`src/hw/rtl/seg_pkg.sv`:
```
// Shared types, codes and segment table for the seven-segment scan driver.
// No dependencies; seg_front, seg_back, the top level and the testbench files import this package.
`default_nettype none

package seg_pkg;

	// Item function codes
	localparam logic FUNC_SET  = 1'b0;
	localparam logic FUNC_TICK = 1'b1;

	// Queue entry kind, held in bit 0 of an entry
	localparam logic ENTRY_KIND_TICK = 1'b0;
	localparam logic ENTRY_KIND_SET  = 1'b1;

	// Segment pattern geometry
	localparam int         SEG_BITS  = 8;
	localparam logic [7:0] POINT_BIT = 8'h01;

	// Divide by ten: quotient = (v * MAGIC) >> SHIFT, exact for 32-bit v
	localparam logic [31:0] DIV10_MAGIC = 32'hCCCC_CCCD;
	localparam int          DIV10_SHIFT = 35;

	// Front sequencer states
	typedef enum logic [2:0] {
		F_IDLE = 3'b001,
		F_MUL  = 3'b010,
		F_DIG  = 3'b100
	} front_state_t;

	// Input item
	typedef struct packed {
		logic        func;
		logic [31:0] scaled_value;
		logic [2:0]  decimals;
	} in_item_t;

	// Result item
	typedef struct packed {
		logic       serial_data;
		logic       shift_pulse;
		logic       latch_pulse;
		logic [3:0] digit_enables;
		logic       last;
	} out_item_t;

	// Map a decimal digit to its segment pattern (point bit clear)
	function automatic logic [7:0] seg_pattern(input logic [3:0] d);
		logic [7:0] p;
		case (d)
			4'd0: p = 8'hFC;
			4'd1: p = 8'h60;
			4'd2: p = 8'hDA;
			4'd3: p = 8'hF2;
			4'd4: p = 8'h66;
			4'd5: p = 8'hB6;
			4'd6: p = 8'hBE;
			4'd7: p = 8'hE0;
			4'd8: p = 8'hFE;
			4'd9: p = 8'hF6;
			default: p = 8'h00;
		endcase
		return p;
	endfunction

endpackage

`default_nettype wire

```
`src/hw/rtl/seg_stream_if.sv`:
```
// Valid/ready stream channel with a typed payload.
// Standalone; payload types come from seg_pkg or the instantiating module.
`default_nettype none

interface seg_stream_if #(parameter type payload_t = logic);
	logic     valid;
	logic     ready;
	payload_t data;

	modport source (output valid, output data, input ready);
	modport sink (input valid, input data, output ready);
endinterface

`default_nettype wire

```
`src/hw/rtl/seg_front.sv`:
```
// Front end: accepts items, turns a set value into segment patterns with a
// shared divide-by-ten unit, and pushes set and tick commands to the queue. Uses seg_pkg.
`default_nettype none

module seg_front import seg_pkg::*; #(
	parameter int DIGIT_COUNT = 4,
	localparam int ENTRY_W = SEG_BITS * DIGIT_COUNT + 1,
	localparam int IDX_W = (DIGIT_COUNT > 1) ? $clog2(DIGIT_COUNT) : 1
) (
	input  logic          clk,
	input  logic          arst_n,
	seg_stream_if.sink    req,
	seg_stream_if.source  cmd
);

	localparam int Q_W = 64 - DIV10_SHIFT;

	front_state_t     state_q;
	logic [31:0]      val_q;
	logic [63:0]      prod_s1;
	logic [IDX_W-1:0] idx_q;
	logic [2:0]       dec_q;
	logic [7:0]       pats_q [DIGIT_COUNT];

	logic             accept;
	logic [63:0]      prod;
	logic [Q_W-1:0]   quot;
	logic [31:0]      rem_full;
	logic             point;
	logic [7:0]       digit_pat;
	logic             last_step;
	logic [ENTRY_W-2:0] set_flat;

	assign accept = req.valid && req.ready;
	assign req.ready = (state_q == F_IDLE) && cmd.ready;

	// Reciprocal multiply, then quotient and remainder of one digit
	assign prod = 64'(val_q) * 64'(DIV10_MAGIC);
	assign quot = prod_s1[63:DIV10_SHIFT];
	assign rem_full = val_q - (32'({quot, 3'b000}) + 32'({quot, 1'b0}));
	assign point = (dec_q != 3'd0) && ({29'd0, dec_q} == 32'(idx_q));
	assign digit_pat = seg_pattern(rem_full[3:0]) | (point ? POINT_BIT : 8'h00);
	assign last_step = (idx_q == IDX_W'(DIGIT_COUNT - 1));

	// Assemble the finished pattern set, digit 0 in the low byte
	always_comb begin
		for (int i = 0; i < DIGIT_COUNT - 1; i++) begin
			set_flat[SEG_BITS*i +: SEG_BITS] = pats_q[i+1];
		end
		set_flat[SEG_BITS*(DIGIT_COUNT-1) +: SEG_BITS] = digit_pat;
	end

	// Push ticks at once, sets when the last digit is done
	always_comb begin
		cmd.valid = 1'b0;
		cmd.data = {(ENTRY_W-1)'(0), ENTRY_KIND_TICK};
		if (state_q == F_DIG) begin
			cmd.valid = last_step;
			cmd.data = {set_flat, ENTRY_KIND_SET};
		end else if (state_q == F_IDLE) begin
			cmd.valid = accept && (req.data.func == FUNC_TICK);
		end
	end

	// Sequence the digit unit
	always_ff @(posedge clk or negedge arst_n) begin
		if (!arst_n) begin
			state_q <= F_IDLE;
			idx_q <= '0;
		end else begin
			case (state_q)
				F_IDLE: begin
					if (accept && (req.data.func == FUNC_SET)) begin
						state_q <= F_MUL;
						idx_q <= '0;
					end
				end
				F_MUL: state_q <= F_DIG;
				F_DIG: begin
					idx_q <= idx_q + IDX_W'(1);
					state_q <= last_step ? F_IDLE : F_MUL;
				end
				default: state_q <= F_IDLE;
			endcase
		end
	end

	// Hold the working value, product and partial patterns
	always_ff @(posedge clk) begin
		if (state_q == F_IDLE && accept) begin
			val_q <= req.data.scaled_value;
			dec_q <= req.data.decimals;
		end
		if (state_q == F_MUL) begin
			prod_s1 <= prod;
		end
		if (state_q == F_DIG) begin
			val_q <= 32'(quot);
			for (int i = 0; i < DIGIT_COUNT - 1; i++) begin
				pats_q[i] <= pats_q[i+1];
			end
			pats_q[DIGIT_COUNT-1] <= digit_pat;
		end
	end

endmodule

`default_nettype wire

```
`src/hw/rtl/seg_queue.sv`:
```
// Two-entry queue between front and back end.
// Uses seg_stream_if; payload width set by parameter.
`default_nettype none

module seg_queue #(
	parameter int WIDTH = 33
) (
	input  logic          clk,
	input  logic          arst_n,
	seg_stream_if.sink    push,
	seg_stream_if.source  pop
);

	logic [WIDTH-1:0] mem_q [2];
	logic             wr_q;
	logic             rd_q;
	logic [1:0]       cnt_q;
	logic             do_push;
	logic             do_pop;

	assign push.ready = (cnt_q != 2'd2);
	assign pop.valid = (cnt_q != 2'd0);
	assign pop.data = mem_q[rd_q];
	assign do_push = push.valid && push.ready;
	assign do_pop = pop.valid && pop.ready;

	// Advance pointers and fill count
	always_ff @(posedge clk or negedge arst_n) begin
		if (!arst_n) begin
			wr_q <= 1'b0;
			rd_q <= 1'b0;
			cnt_q <= 2'd0;
		end else begin
			if (do_push) wr_q <= ~wr_q;
			if (do_pop) rd_q <= ~rd_q;
			case ({do_push, do_pop})
				2'b10: cnt_q <= cnt_q + 2'd1;
				2'b01: cnt_q <= cnt_q - 2'd1;
				default: cnt_q <= cnt_q;
			endcase
		end
	end

	// Write entry storage
	always_ff @(posedge clk) begin
		if (do_push) mem_q[wr_q] <= push.data;
	end

endmodule

`default_nettype wire

```
`src/hw/rtl/seg_back.sv`:
```
// Back end: holds the segment store and scan state, and plays each tick
// out as shift, latch and enable results through an output register. Uses seg_pkg.
`default_nettype none

module seg_back import seg_pkg::*; #(
	parameter int DIGIT_COUNT = 4,
	localparam int POS_W = (DIGIT_COUNT > 1) ? $clog2(DIGIT_COUNT) : 1,
	localparam int MW = (DIGIT_COUNT > 4) ? DIGIT_COUNT : 4
) (
	input  logic          clk,
	input  logic          arst_n,
	seg_stream_if.sink    cmd,
	seg_stream_if.source  rsp
);

	logic [7:0]             store_q [DIGIT_COUNT];
	logic                   valid_q;
	logic [POS_W-1:0]       scan_q;
	logic [POS_W-1:0]       prior_q;
	logic                   has_prior_q;
	logic [DIGIT_COUNT-1:0] mask_q;
	logic [DIGIT_COUNT-1:0] nmask_q;
	logic                   active_q;
	logic [3:0]             cnt_q;
	logic [7:0]             pat_q;
	logic                   ov_q;
	out_item_t              obuf_q;

	logic                   can_load;
	logic                   pop;
	logic                   is_set;
	logic [DIGIT_COUNT-1:0] set_mask;
	logic [DIGIT_COUNT-1:0] next_mask;
	logic [MW-1:0]          old_ext;
	logic [MW-1:0]          next_ext;
	logic [MW-1:0]          nmask_ext;

	assign can_load = !ov_q || rsp.ready;
	assign cmd.ready = !active_q && can_load;
	assign pop = cmd.valid && cmd.ready;
	assign is_set = (cmd.data[0] == ENTRY_KIND_SET);
	assign rsp.valid = ov_q;
	assign rsp.data = obuf_q;

	// Turn on the current digit if patterns exist, drop the previous one
	always_comb begin
		set_mask = valid_q ? (mask_q | (DIGIT_COUNT'(1) << scan_q)) : mask_q;
		next_mask = set_mask;
		if (has_prior_q && (prior_q != scan_q)) begin
			next_mask = set_mask & ~(DIGIT_COUNT'(1) << prior_q);
		end
	end

	assign old_ext = MW'(mask_q);
	assign next_ext = MW'(next_mask);
	assign nmask_ext = MW'(nmask_q);

	// Control state: scan position, enables, run counter, output valid
	always_ff @(posedge clk or negedge arst_n) begin
		if (!arst_n) begin
			valid_q <= 1'b0;
			scan_q <= '0;
			prior_q <= '0;
			has_prior_q <= 1'b0;
			mask_q <= '0;
			active_q <= 1'b0;
			cnt_q <= 4'd0;
			ov_q <= 1'b0;
		end else if (can_load) begin
			ov_q <= active_q || (pop && !is_set);
			if (active_q) begin
				if (cnt_q == 4'(SEG_BITS)) begin
					active_q <= 1'b0;
					mask_q <= nmask_q;
				end else begin
					cnt_q <= cnt_q + 4'd1;
				end
			end else if (pop) begin
				if (is_set) begin
					valid_q <= 1'b1;
				end else begin
					prior_q <= scan_q;
					has_prior_q <= 1'b1;
					scan_q <= (scan_q == POS_W'(DIGIT_COUNT - 1)) ? '0
						: scan_q + POS_W'(1);
					if (valid_q) begin
						active_q <= 1'b1;
						cnt_q <= 4'd1;
					end else begin
						mask_q <= next_mask;
					end
				end
			end
		end
	end

	// Payload: segment store, current pattern, result register
	always_ff @(posedge clk) begin
		if (can_load) begin
			if (active_q) begin
				if (cnt_q == 4'(SEG_BITS)) begin
					obuf_q <= '{serial_data: 1'b0, shift_pulse: 1'b0, latch_pulse: 1'b1,
						digit_enables: nmask_ext[3:0], last: 1'b1};
				end else begin
					obuf_q <= '{serial_data: pat_q[cnt_q[2:0]], shift_pulse: 1'b1,
						latch_pulse: 1'b0, digit_enables: old_ext[3:0], last: 1'b0};
				end
			end else if (pop) begin
				if (is_set) begin
					for (int i = 0; i < DIGIT_COUNT; i++) begin
						store_q[i] <= cmd.data[1 + SEG_BITS*i +: SEG_BITS];
					end
				end else if (valid_q) begin
					pat_q <= store_q[scan_q];
					nmask_q <= next_mask;
					obuf_q <= '{serial_data: store_q[scan_q][0], shift_pulse: 1'b1,
						latch_pulse: 1'b0, digit_enables: old_ext[3:0], last: 1'b0};
				end else begin
					obuf_q <= '{serial_data: 1'b0, shift_pulse: 1'b0, latch_pulse: 1'b0,
						digit_enables: next_ext[3:0], last: 1'b1};
				end
			end
		end
	end

endmodule

`default_nettype wire

```
`src/hw/rtl/seven_segment_scan_driver.sv`:
```
// Top level of the seven-segment scan driver: front end, command queue, back end.
// Uses seg_pkg, seg_stream_if, seg_front, seg_queue and seg_back.
//
//   channel  dir  payload     carries
//   req      in   in_item_t   set value or scan tick
//   rsp      out  out_item_t  shift bit, latch pulse and digit enables
//
// A tick with patterns present yields nine results, one per cycle while rsp
// is ready, paced by the back end's bit counter; a blank tick yields one.
// A set holds the front end from acceptance until its last digit is done, one digit per
// multiply and subtract pair, and overlaps the back end.
// Reset is asynchronous, active low; the display is blank and all digits off after it.
// A stalled rsp fills the two-entry queue, after which req drops ready.
`default_nettype none

module seven_segment_scan_driver import seg_pkg::*; #(
	parameter int DIGIT_COUNT = 4
) (
	input  logic          clk,
	input  logic          arst_n,
	seg_stream_if.sink    req,
	seg_stream_if.source  rsp
);

	localparam int ENTRY_W = SEG_BITS * DIGIT_COUNT + 1;

	seg_stream_if #(.payload_t(logic [ENTRY_W-1:0])) front_cmd ();
	seg_stream_if #(.payload_t(logic [ENTRY_W-1:0])) back_cmd ();

	seg_front #(.DIGIT_COUNT(DIGIT_COUNT)) u_front (
		.clk    (clk),
		.arst_n (arst_n),
		.req    (req),
		.cmd    (front_cmd)
	);

	seg_queue #(.WIDTH(ENTRY_W)) u_queue (
		.clk    (clk),
		.arst_n (arst_n),
		.push   (front_cmd),
		.pop    (back_cmd)
	);

	seg_back #(.DIGIT_COUNT(DIGIT_COUNT)) u_back (
		.clk    (clk),
		.arst_n (arst_n),
		.cmd    (back_cmd),
		.rsp    (rsp)
	);

	// A latch result always closes a tick's run
	a_latch_is_last: assert property (@(posedge clk) disable iff (!arst_n)
		rsp.valid && rsp.data.latch_pulse |-> rsp.data.last)
		else $error("latch result not marked last");

	// Shift results never close a run and never latch
	a_shift_not_last: assert property (@(posedge clk) disable iff (!arst_n)
		rsp.valid && rsp.data.shift_pulse |-> !rsp.data.last && !rsp.data.latch_pulse)
		else $error("shift result marked last or latching");

	// Scanning keeps at most one digit driven
	a_one_digit: assert property (@(posedge clk) disable iff (!arst_n)
		rsp.valid |-> $onehot0(rsp.data.digit_enables))
		else $error("more than one digit enabled");

endmodule

`default_nettype wire

```
`src/flat_wrapper.sv`:
```
// flat-port wrapper written by rule: the top's interface ports become plain ports
module seven_segment_scan_driver_flat import seg_pkg::*;
#(
	parameter int DIGIT_COUNT = 4
)
  (clk, arst_n, req_valid, req_data, req_ready, rsp_valid, rsp_data, rsp_ready);
  seg_stream_if #(.payload_t(in_item_t)) req_i ();
  seg_stream_if #(.payload_t(out_item_t)) rsp_i ();
  input  logic clk;
  input  logic arst_n;
  input wire logic [$bits(req_i.valid)-1:0] req_valid;
  input wire logic [$bits(req_i.data)-1:0] req_data;
  output wire logic [$bits(req_i.ready)-1:0] req_ready;
  output wire logic [$bits(rsp_i.valid)-1:0] rsp_valid;
  output wire logic [$bits(rsp_i.data)-1:0] rsp_data;
  input wire logic [$bits(rsp_i.ready)-1:0] rsp_ready;
  assign req_i.valid = req_valid;
  assign req_i.data = req_data;
  assign req_ready = req_i.ready;
  assign rsp_valid = rsp_i.valid;
  assign rsp_data = rsp_i.data;
  assign rsp_i.ready = rsp_ready;
  seven_segment_scan_driver #(.DIGIT_COUNT(DIGIT_COUNT)) u_core (.clk(clk), .arst_n(arst_n), .req(req_i), .rsp(rsp_i));
endmodule
```
`config.mk`:
```
export PLATFORM = sky130hd
export DESIGN_NAME = seven_segment_scan_driver_flat
export DESIGN_NICKNAME = d
export VERILOG_FILES = /design/src/hw/rtl/seg_pkg.sv /design/src/hw/rtl/seg_stream_if.sv /design/src/hw/rtl/seg_front.sv /design/src/hw/rtl/seg_queue.sv /design/src/hw/rtl/seg_back.sv /design/src/hw/rtl/seven_segment_scan_driver.sv /design/src/flat_wrapper.sv
export SDC_FILE = /design/constraint.sdc
export NUM_CORES = 1
export LEC_CHECK = 0
export BUFFER_PORTS_ARGS = -buffer_cell sky130_fd_sc_hd__buf_2
export CORE_AREA = 2 2 298 300
export DETAILED_ROUTE_END_ITERATION = 10
export DIE_AREA = 0 0 300 302
export SYNTH_ARGS = -nofsm -noshare
export SYNTH_HDL_FRONTEND = slang
export SYNTH_SLANG_ARGS = --single-unit
```
`constraint.sdc`:
```
create_clock -name clk -period 7.99 [get_ports clk]
set_input_delay 0.799 -clock clk [delete_from_list [all_inputs] [get_ports clk]]
set_output_delay 0.799 -clock clk [all_outputs]
set_load 0.005 [all_outputs]
```
==> metrics.txt, run 1 <==
outcome completed; GPL Wtd Cong about 0.93; via count about 16000; Data required, critical path between 8 and 9 ns; design area 28800 um2; first-pass GRT wire length around 110 mm; nets 3169; Most common cell on crit path fa_1; GRT overflow 0; critical path startpoint category flip-flop; Vias/cell 4.60; CTS buffer count 29; DIE WIDTH approximately 300 um; Max Buffers Root-to-Sink 3; Post-CTS Hold Buffers 0; fin crit share 97.8%; Slew Limit Headroom about 16%; Critical Path End Type flip-flop; clock skew ~0.05 ns; pins over their slew limit 0; asr flop ratio synth 10.8%; ys flop type edfxtp_1; Yosys warning total 0; layout cells sized above 1 8.08%; count of different cell masters after synthesis 67; Worst-path clk slew approximately 0.060 ns; critical path class flip-flop to flip-flop; cell count after synthesis around 2300; Final Hold Vio Count 0; synth-to-layout area growth 10.3%; sequential fraction of the synthesis area roughly a quarter; CP max stage delay around 0.63 ns; Mapped Area between 20000 and 30000 um2; WL met1 30.7 mm; XOR/XNOR Fraction of Synth Area under 10%; Simple-Gate Fraction of Synth Area roughly 6.2%; pin count of the biggest net entering global routing 67; clock root cell clkbuf_16; Post-Synth Adder-Cell Area approximately 47%; Initial Util between 20% and 30%; post-synthesis compound-gate area fraction about 6.4%; # setup viols final 0; DP HPWL ~61 mm; H-tree Lvls 1; RSZ-0062 raised after global routing no; fillers between 8000 and 9000; post-route ant nets 0; Tightest Pin Transition 1.24 ns; CTS sink count 231; worst hold-check path type input pin to async pin; I/O Pins 50; Die Span Y roughly 300 um; final hold slack about 0.24 ns; Antenna Cells 0; DRC violations left 0; Rows between 100 and 150; Top Metal Used met5; main combinational cell family by area after synthesis adder cells; worst-path cell chain ha_1 > xnor2_1 > o21ai_0 > fa_1 > inv_1 > fa_1 > fa_1 > inv_1 > fa_1 > fa_1 > fa_1 > ha_1 > nand4_1 > nor3_2 > nand3_1 > o21ai_1 > a2111oi_0 > or2_2 > o31a_1 > o211ai_1 > xor2_1; first-pass detailed-route iteration total 5; Syn Area/Cell ~11 um2; wire length per cell around 20 um; initial antenna violation count 1; worst-skew pair later-pin latency roughly 0.62 ns; Die Area between 90000 and 100000 um2; CORE AREA a little under 90000 um2; met2 WL roughly 35 mm; drt total wl approximately 72 mm; All-Layer GR Usage 16.4%; footprint of the multi-input gates 17100 um2; arrival time worst endpoint approximately 8.3 ns; Post-synth EDFFs between 200 and 250; mux cell area share after synthesis 2.61%; Reg area slightly below 7000 um2; max-cap viol count 0; CTS tree done; metal3 WL just under 4 mm; Cell Area, Placed approximately 28000 um2; minimum clock period 7.81 ns; port bufs just under 50; DRT iter0 DRCs 990; Critical Path Fanout Max 7; vias in the first global route ~18000; Mapped Nets between 3000 and 4000; CP max-delay cell fa_1; Max Freq 128 MHz; Yosys reg bits about 230
[metrics by stage]
stage	utilization [%]	setup TNS, ns	worst slack, ns	instances
detailed placement	31.8	-0.0147	-0.0147	3514
global placement	31.8	-0.0320	-0.0320	3514
floorplan	-	0	1.14	2312
global route	32.9	0	0.00811	3567
CTS	32.9	0	0.0721	3567
finish	32.9	0	0.176	3567
[area by class of cell]
type | count | share of cell area, %
Clock buffer | 37 | 2.63
Clock inverter | 16 | 0.465
Inverter | 558 | 7.28
Multi-Input combinational cell | 1481 | 59.4
Sequential cell | 231 | 23.6
Tap cell | 1165 | 5.07
Timing Repair Buffer | 79 | 1.63
[final timing paths]
kind / startpoint / endpoint / slack, ns / cells past startpoint
setup / recovery: u_core.u_front.val_q[8] / u_core.u_front.prod_s1[52] / 0.18 / 21
hold / removal: arst_n / u_core.u_back.mask_q[3] / 0.24 / 1
setup reg to reg: u_core.u_front.val_q[8] / u_core.u_front.prod_s1[52] / 0.18 / 21
hold reg to reg: u_core.u_front.pats_q[3][5] / u_core.u_front.pats_q[2][5] / 0.44 / 0
max in group asynchronous: arst_n / u_core.u_back.cnt_q[2] / 7.31 / 1
min in group clk: req_data[0] / u_core.u_front.dec_q[0] / 0.37 / 1
[routing by layer]
metal / global-route usage, % / vias to the layer above
li1: - / 7611
met3: 2.34 / 115
met1: 21.7 / 8217
met2: 27.9 / 454
met5: 0 / -
met4: 4.75 / 2
[Yosys cell counts, drive strengths merged, types with 4 or more instances]
master	count	area share (%)
o21ai	48	0.96
edfxtp	203	23
mux4	10	0.86
a21o	66	1.9
a41oi	4	0.13
nor2	42	0.60
a21oi	62	1.2
a31oi	15	0.36
o21a	5	0.14
and4	6	0.21
xnor2	45	1.5
mux2	37	1.6
o21bai	9	0.26
and3	31	0.74
xor2	47	1.6
o211ai	7	0.20
a211o	5	0.17
nor3	10	0.19
ha	362	17
o22ai	4	0.096
nand4	15	0.36
clkbuf	36	0.52
or2	7	0.17
and2	22	0.53
fa	387	30
inv	558	8.0
buf	6	0.096
a2111oi	4	0.23
dfrtp	24	2.3
mux2i	4	0.15
nand2	161	2.3
nand3	12	0.23
nand2b	7	0.17
nor2b	12	0.29
[critical path: cells and delay by family (launching register included)]
kind	cells	cell delay [ns]
flip-flops	1	0.55
XOR/XNOR	2	0.56
AND/OR/NAND/NOR	4	1.07
buffers and inverters	2	0.12
AO/OA/AOI/OAI	5	1.21
adder cells (fa/ha/maj)	8	4.09
[kinds of logic after synthesis]
family / Yosys count
DFF: 231
and+or+nand+nor: 337
AOI/OAI and AO/OA: 252
buffers and inverters: 600
adders and majority gates: 749
muxes: 51
xor gates and xnor gates: 92
[flip-flops by register name (all words and copies together) (netlist names)]
name                       cells
u_core.u_front.dec_q           3
u_core.u_front.val_q          32
u_core.u_queue.mem_q          66
u_core.u_back.rsp.data         8
u_core.u_back.cnt_q            4
u_core.u_back.nmask_ext        4
u_core.u_back.pat_q            8
u_core.u_back.valid_q          1
u_core.u_queue.wr_q            1
u_core.u_back.has_prior_q      1
u_core.u_back.store_q         32
u_core.u_back.scan_q           2
u_core.u_back.mask_q           4
u_core.u_back.rsp.valid        1
u_core.u_queue.cnt_q           2
u_core.u_front.prod_s1        29
u_core.u_queue.rd_q            1
u_core.u_front.pats_q         24
u_core.u_back.prior_q          2
u_core.u_front.state_q         3
u_core.u_back.active_q         1
u_core.u_front.idx_q           2
[what timing repair did]
item / 4_1_cts / 5_1_grt
resized for setup: 1 / 5
setup buffers: 0 / 0
setup endpoints to repair: 2 / 7
[cell usage in the layout (no fill, tap or decap), drive strengths merged, types with 22 or more instances in the layout]
cell type  synthesis  routed
inv              558     562
edfxtp           203     203
buf                6      79
and3              31      31
nand2            161     161
ha               362     362
xnor2             45      45
mux2              37      37
o21ai             48      48
nor2              42      42
and2              22      22
fa               387     387
a21oi             62      62
xor2              47      47
dfrtp             24      24
clkbuf            36      37
a21o              66      66
Power of run 1 is left out: the tool's default activity adds up to more than one toggle a clock period on the data nets, which glitch-free logic cannot reach.
==> run 2: changes to the inputs <==
--- a/config.mk
+++ b/config.mk
@@ -6,9 +6,11 @@
 export NUM_CORES = 1
 export LEC_CHECK = 0
 export BUFFER_PORTS_ARGS = -buffer_cell sky130_fd_sc_hd__buf_2
-export CORE_AREA = 2 2 298 300
+export CORE_AREA = 2 2 212 214
+export CTS_CLUSTER_SIZE = 10
 export DETAILED_ROUTE_END_ITERATION = 10
-export DIE_AREA = 0 0 300 302
+export DIE_AREA = 0 0 214 216
+export PLACE_DENSITY = 0.76
 export SYNTH_ARGS = -nofsm -noshare
 export SYNTH_HDL_FRONTEND = slang
 export SYNTH_SLANG_ARGS = --single-unit
==> run 2 against run 1 <==
Effect of this change: clock-buffer cell count is 12 higher; cell count is 16% lower; clock skew is 0.030 ns lower; worst hold slack better by 0.026 ns; critical path depth is 2 higher; non-clock buffer count is 4 higher; sequential share of layout area is 0.57 points higher; critical endpoint is now u_core.u_front.prod_s1[63].
==> metrics.txt, run 2 (synthesis gave the netlist of run 1 again) <==
outcome completed; commonest non-fill, non-tap cell in the layout inv_1; fillers 3426; clock skew around 0.02 ns; CORE AREA 43800 um2; Biggest register u_core.u_queue.mem_q; GPL Wtd Cong 1.02; Largest register FFs 66; CTS sink count ~230; biggest regs u_core.u_queue.mem_q: 66 flops, u_core.u_back.store_q: 32 flops, u_core.u_front.val_q: 32 flops; Vias/cell roughly 5.7; Reg area approximately 6800 um2; Critical Path Fanout Max 5; pin count of the biggest net entering global routing 66; Rows between 70 and 80; DIE WIDTH around 210 um; port bufs 49; Final Hold Vio Count 0; I/O Pins 50; most frequent cells in the layout inv_1 (557), fa_1 (387), ha_1 (358); CP max stage delay approximately 0.57 ns; worst hold-check path type input pin to async pin; wire length per cell around 24 um; r2r setup slk between 0.2 and 0.25 ns; DRC violations left 0; H-tree Lvls 1; Reg-to-Reg End u_core.u_front.prod_s1[63]; synth-to-layout area growth 7.74%; critical path startpoint category flip-flop; Max Buffers Root-to-Sink 3; arrival time worst endpoint about 8.1 ns; RSZ-0062 raised after global routing no; first-pass detailed-route iteration total 5; Slew Limit Headroom between 20% and 30%; post-route ant nets 0; drt total wl between 70 and 80 mm; nets 3173; Initial Util about three fifths; Setup Buffers After CTS 0; layout cells sized above 1 8.14%; Tightest Pin Transition about 1.1 ns; # setup viols final 0; Most common cell on crit path fa_1; fin crit share slightly below 100%; worst-skew pair later-pin latency between 0.5 and 0.6 ns; Die Area about 46000 um2; worst-path cell chain ha_2 > inv_1 > fa_1 > inv_1 > fa_1 > inv_1 > fa_1 > inv_1 > fa_1 > fa_1 > fa_1 > fa_1 > ha_1 > nand2_1 > o21ai_0 > a21o_1 > a221oi_1 > o21ai_0 > a21oi_2 > o41ai_1 > buf_4 > and3b_1 > a211o_1; RR Startpoint u_core.u_front.val_q[14]; max-cap viol count 0; final setup TNS 0 ns; footprint of the multi-input gates approximately 17000 um2; vias in the first global route 18900; via count 17100; Largest delay share family, worst path adder cells; Critical Path End Type flip-flop; CTS tree done; Reg2Reg Depth 23; Worst Setup SP u_core.u_front.val_q[14]; DRT iter0 DRCs approximately 1400; Worst-path clk slew 0.06 ns; clock root cell clkbuf_16; Data required, critical path around 8.3 ns; DP HPWL 59.2 mm; Die Span Y roughly 220 um; Buf/Inv on CP 5; pins over their slew limit 0; CTS buffer count 29; CP max-delay cell fa_1; minimum clock period roughly 7.8 ns; All-Layer GR Usage 32.2%; Max Freq 129 MHz; critical path class flip-flop to flip-flop; initial antenna violation count 1; first-pass GRT wire length 111 mm; GRT overflow 0; Post-CTS Hold Buffers 0
run 2: metal layers:
layer  part of all wire [%]  track usage, %
met5                  0.026               0
met4                    5.0            13.8
met3                    6.2            4.05
met2                     48            53.7
met1                     41            42.9
run 2: how the worst max path moves through the flow:
stage	end	slack [ns]	depth (start not counted)
after floorplan	u_core.u_front.prod_s1[57]	1.14	22
final	u_core.u_front.prod_s1[63]	0.22	23
after global routing	u_core.u_front.prod_s1[63]	0.04	23
after global placement	u_core.u_front.prod_s1[63]	0.24	23
after CTS	u_core.u_front.prod_s1[63]	0.11	23
after detailed placement	u_core.u_front.prod_s1[63]	0.15	23
run 2: metrics by stage:
stage	cells	cell area [um2]	worst slack (ns)	utilization, %	hold slack (ns)
6_report	3000	28100	0.224	64.1	0.270
5_1_grt	2999	28100	0.0398	64.1	0.295
4_1_cts	2999	28100	0.106	64.0	0.266
3_5_place_dp	2945	27200	0.150	62.0	0.425
3_3_place_gp	2945	27200	0.242	62.0	0.419
2_1_floorplan	2312	26100	1.14	-	0.418
run 2: repair_timing:
| item | CTS | global route |
|---|---|---|
| hold endpoints to repair | 0 | 0 |
| resized for setup | 0 | 8 |
| endpoints found under the setup margin | 0 | 9 |
run 2: layout make-up:
type | instances | area share [%]
Inverter | 558 | 7.45
Clock inverter | 5 | 0.258
Antenna cell | 1 | 0.00891
Clock buffer | 49 | 2.92
Sequential cell | 231 | 24.1
Multi-Input combinational cell | 1481 | 60.8
Timing Repair Buffer | 83 | 1.78
Tap cell | 592 | 2.64
Power of run 2 is left out for the same reason.
==> run 3: changes to the inputs <==
--- a/config.mk
+++ b/config.mk
@@ -10,7 +10,7 @@
 export CTS_CLUSTER_SIZE = 10
 export DETAILED_ROUTE_END_ITERATION = 10
 export DIE_AREA = 0 0 214 216
-export PLACE_DENSITY = 0.76
+export PLACE_DENSITY = 0.86
 export SYNTH_ARGS = -nofsm -noshare
 export SYNTH_HDL_FRONTEND = slang
 export SYNTH_SLANG_ARGS = --single-unit
==> run 3 against run 2 <==
Effect of this change: utilization is 0.057 points lower; first-iteration DRC count is 2.9% higher; worst hold slack worse by 0.022 ns; die area stayed put; sequential share of layout area hardly changed; via count is 0.19% lower; largest cell class unchanged; wire length is 1.9% lower; clock skew hardly changed; setup slack worse by 0.031 ns; non-clock buffer count is 3 lower; cell count is 0.20% lower; clock-buffer cell count is 3 lower.
==> metrics.txt, run 3 (synthesis gave the netlist of run 1 again) <==
outcome completed; Data required, critical path approximately 8.3 ns; Slew Limit Headroom between 30% and 40%; layout cells sized above 1 between 7 and 8%; CP max-delay cell edfxtp_1; via count between 15000 and 20000; Final Hold Vio Count 0; worst hold-check path type input pin to async pin; Buf/Inv on CP 5; wire length per cell about 23 um; first-pass GRT wire length about 110 mm; critical path startpoint category flip-flop; worst-path cell chain ha_1 > inv_1 > fa_1 > inv_1 > fa_1 > inv_1 > fa_1 > inv_1 > fa_1 > fa_1 > fa_1 > fa_1 > ha_1 > nand2_1 > o21ai_0 > a21o_1 > a221oi_1 > o21ai_0 > a21oi_2 > o41ai_1 > buf_4 > nand2_1 > a211o_1; CP max stage delay a little under 0.6 ns; arrival time worst endpoint 8.12 ns; commonest non-fill, non-tap cell in the layout inv_1; fin crit share 97.6%; initial antenna violation count 0; post-route ant nets 0; Most common cell on crit path fa_1; Antenna Cells 0; DRC violations left 0; vias in the first global route ~19000; I/O Pins 50; fillers about 3300; Rows 77; Max Freq 128 MHz; pins over their slew limit 0; All-Layer GR Usage 31.4%; synth-to-layout area growth 7.64%; fin util about 64%; H-tree Lvls 1; DIE WIDTH around 210 um; nets 3170; DRT iter0 DRCs roughly 1500; Max Buffers Root-to-Sink 3; Largest register FFs 66; first-pass detailed-route iteration total 5; Die Area approximately 46000 um2; most frequent cells in the layout inv_1 (557), fa_1 (387), ha_1 (359); drt total wl 69.3 mm; Die Span Y 216 um; port bufs 49; biggest regs u_core.u_queue.mem_q: 66 flops, u_core.u_back.store_q: 32 flops, u_core.u_front.val_q: 32 flops; # setup viols final 0; GRT overflow 0; clock root cell clkbuf_16; Initial Util 59.5%; Vias/cell approximately 5.7; worst-skew pair later-pin latency approximately 0.59 ns; max-cap viol count 0; Worst-path clk slew 0.06 ns; minimum clock period a little under 8 ns; Biggest register u_core.u_queue.mem_q; final hold slack between 0.2 and 0.25 ns; CTS sink count 231; clock skew 0.0196 ns; DP HPWL 57.8 mm; critical path class flip-flop to flip-flop; Critical Path End Type flip-flop; Post-CTS Hold Buffers 0; footprint of the multi-input gates around 17000 um2; CTS buffer count 29; Tightest Pin Transition between 0.9 and 1 ns; Reg area roughly 6800 um2; final setup TNS 0 ns; pin count of the biggest net entering global routing between 60 and 70; CTS tree done; GPL Wtd Cong around 1.1; CORE AREA 43800 um2; Largest delay share family, worst path adder cells; Critical Path Fanout Max 5
[run 3: layout make-up]
type | count | area share, %
clock buffer | 46 | 2.85
clock inverter | 6 | 0.370
inverter | 558 | 7.46
multi-input combinational | 1481 | 60.8
sequential | 231 | 24.2
tap | 592 | 2.64
timing repair buffer | 80 | 1.70
[run 3: what timing repair did]
| item | CTS | global route |
|---|---|---|
| gates resized for setup | 0 | 6 |
| buffers inserted | 0 | 3 |
| setup endpoints to repair | 0 | 7 |
[run 3: per-layer routing]
layer  track usage, %  vias to the layer above  share of wire (%)
met5                0                        -                  0
met4             13.9                        0                5.2
met3             5.88                      187                7.4
met2             52.9                      691                 49
met1             39.9                     8588                 39
li1                 -                     7622                  -
[run 3: worst paths after layout]
kind	startpoint	endpoint	slack [ns]	cells past startpoint
worst max-delay path	u_core.u_front.val_q[15]	u_core.u_front.prod_s1[63]	0.19	23
worst min-delay path	arst_n	u_core.u_front.idx_q[0]	0.25	1
worst max register to register	u_core.u_front.val_q[15]	u_core.u_front.prod_s1[63]	0.19	23
worst min register to register	u_core.u_front.pats_q[2][4]	u_core.u_front.pats_q[1][4]	0.44	0
max in group asynchronous	arst_n	u_core.u_back.mask_q[2]	7.32	1
min in group clk	req_data[2]	u_core.u_front.dec_q[2]	0.39	1
[run 3: stage by stage]
stage	worst slack (ns)	instances	cell area, um2
2_1_floorplan	1.14	2312	26100
4_1_cts	0.198	2991	28000
6_report	0.193	2994	28100
5_1_grt	-0.00287	2994	28100
3_3_place_gp	0.243	2939	27100
3_5_place_dp	0.253	2939	27100
Power of run 3 is left out for the same reason.
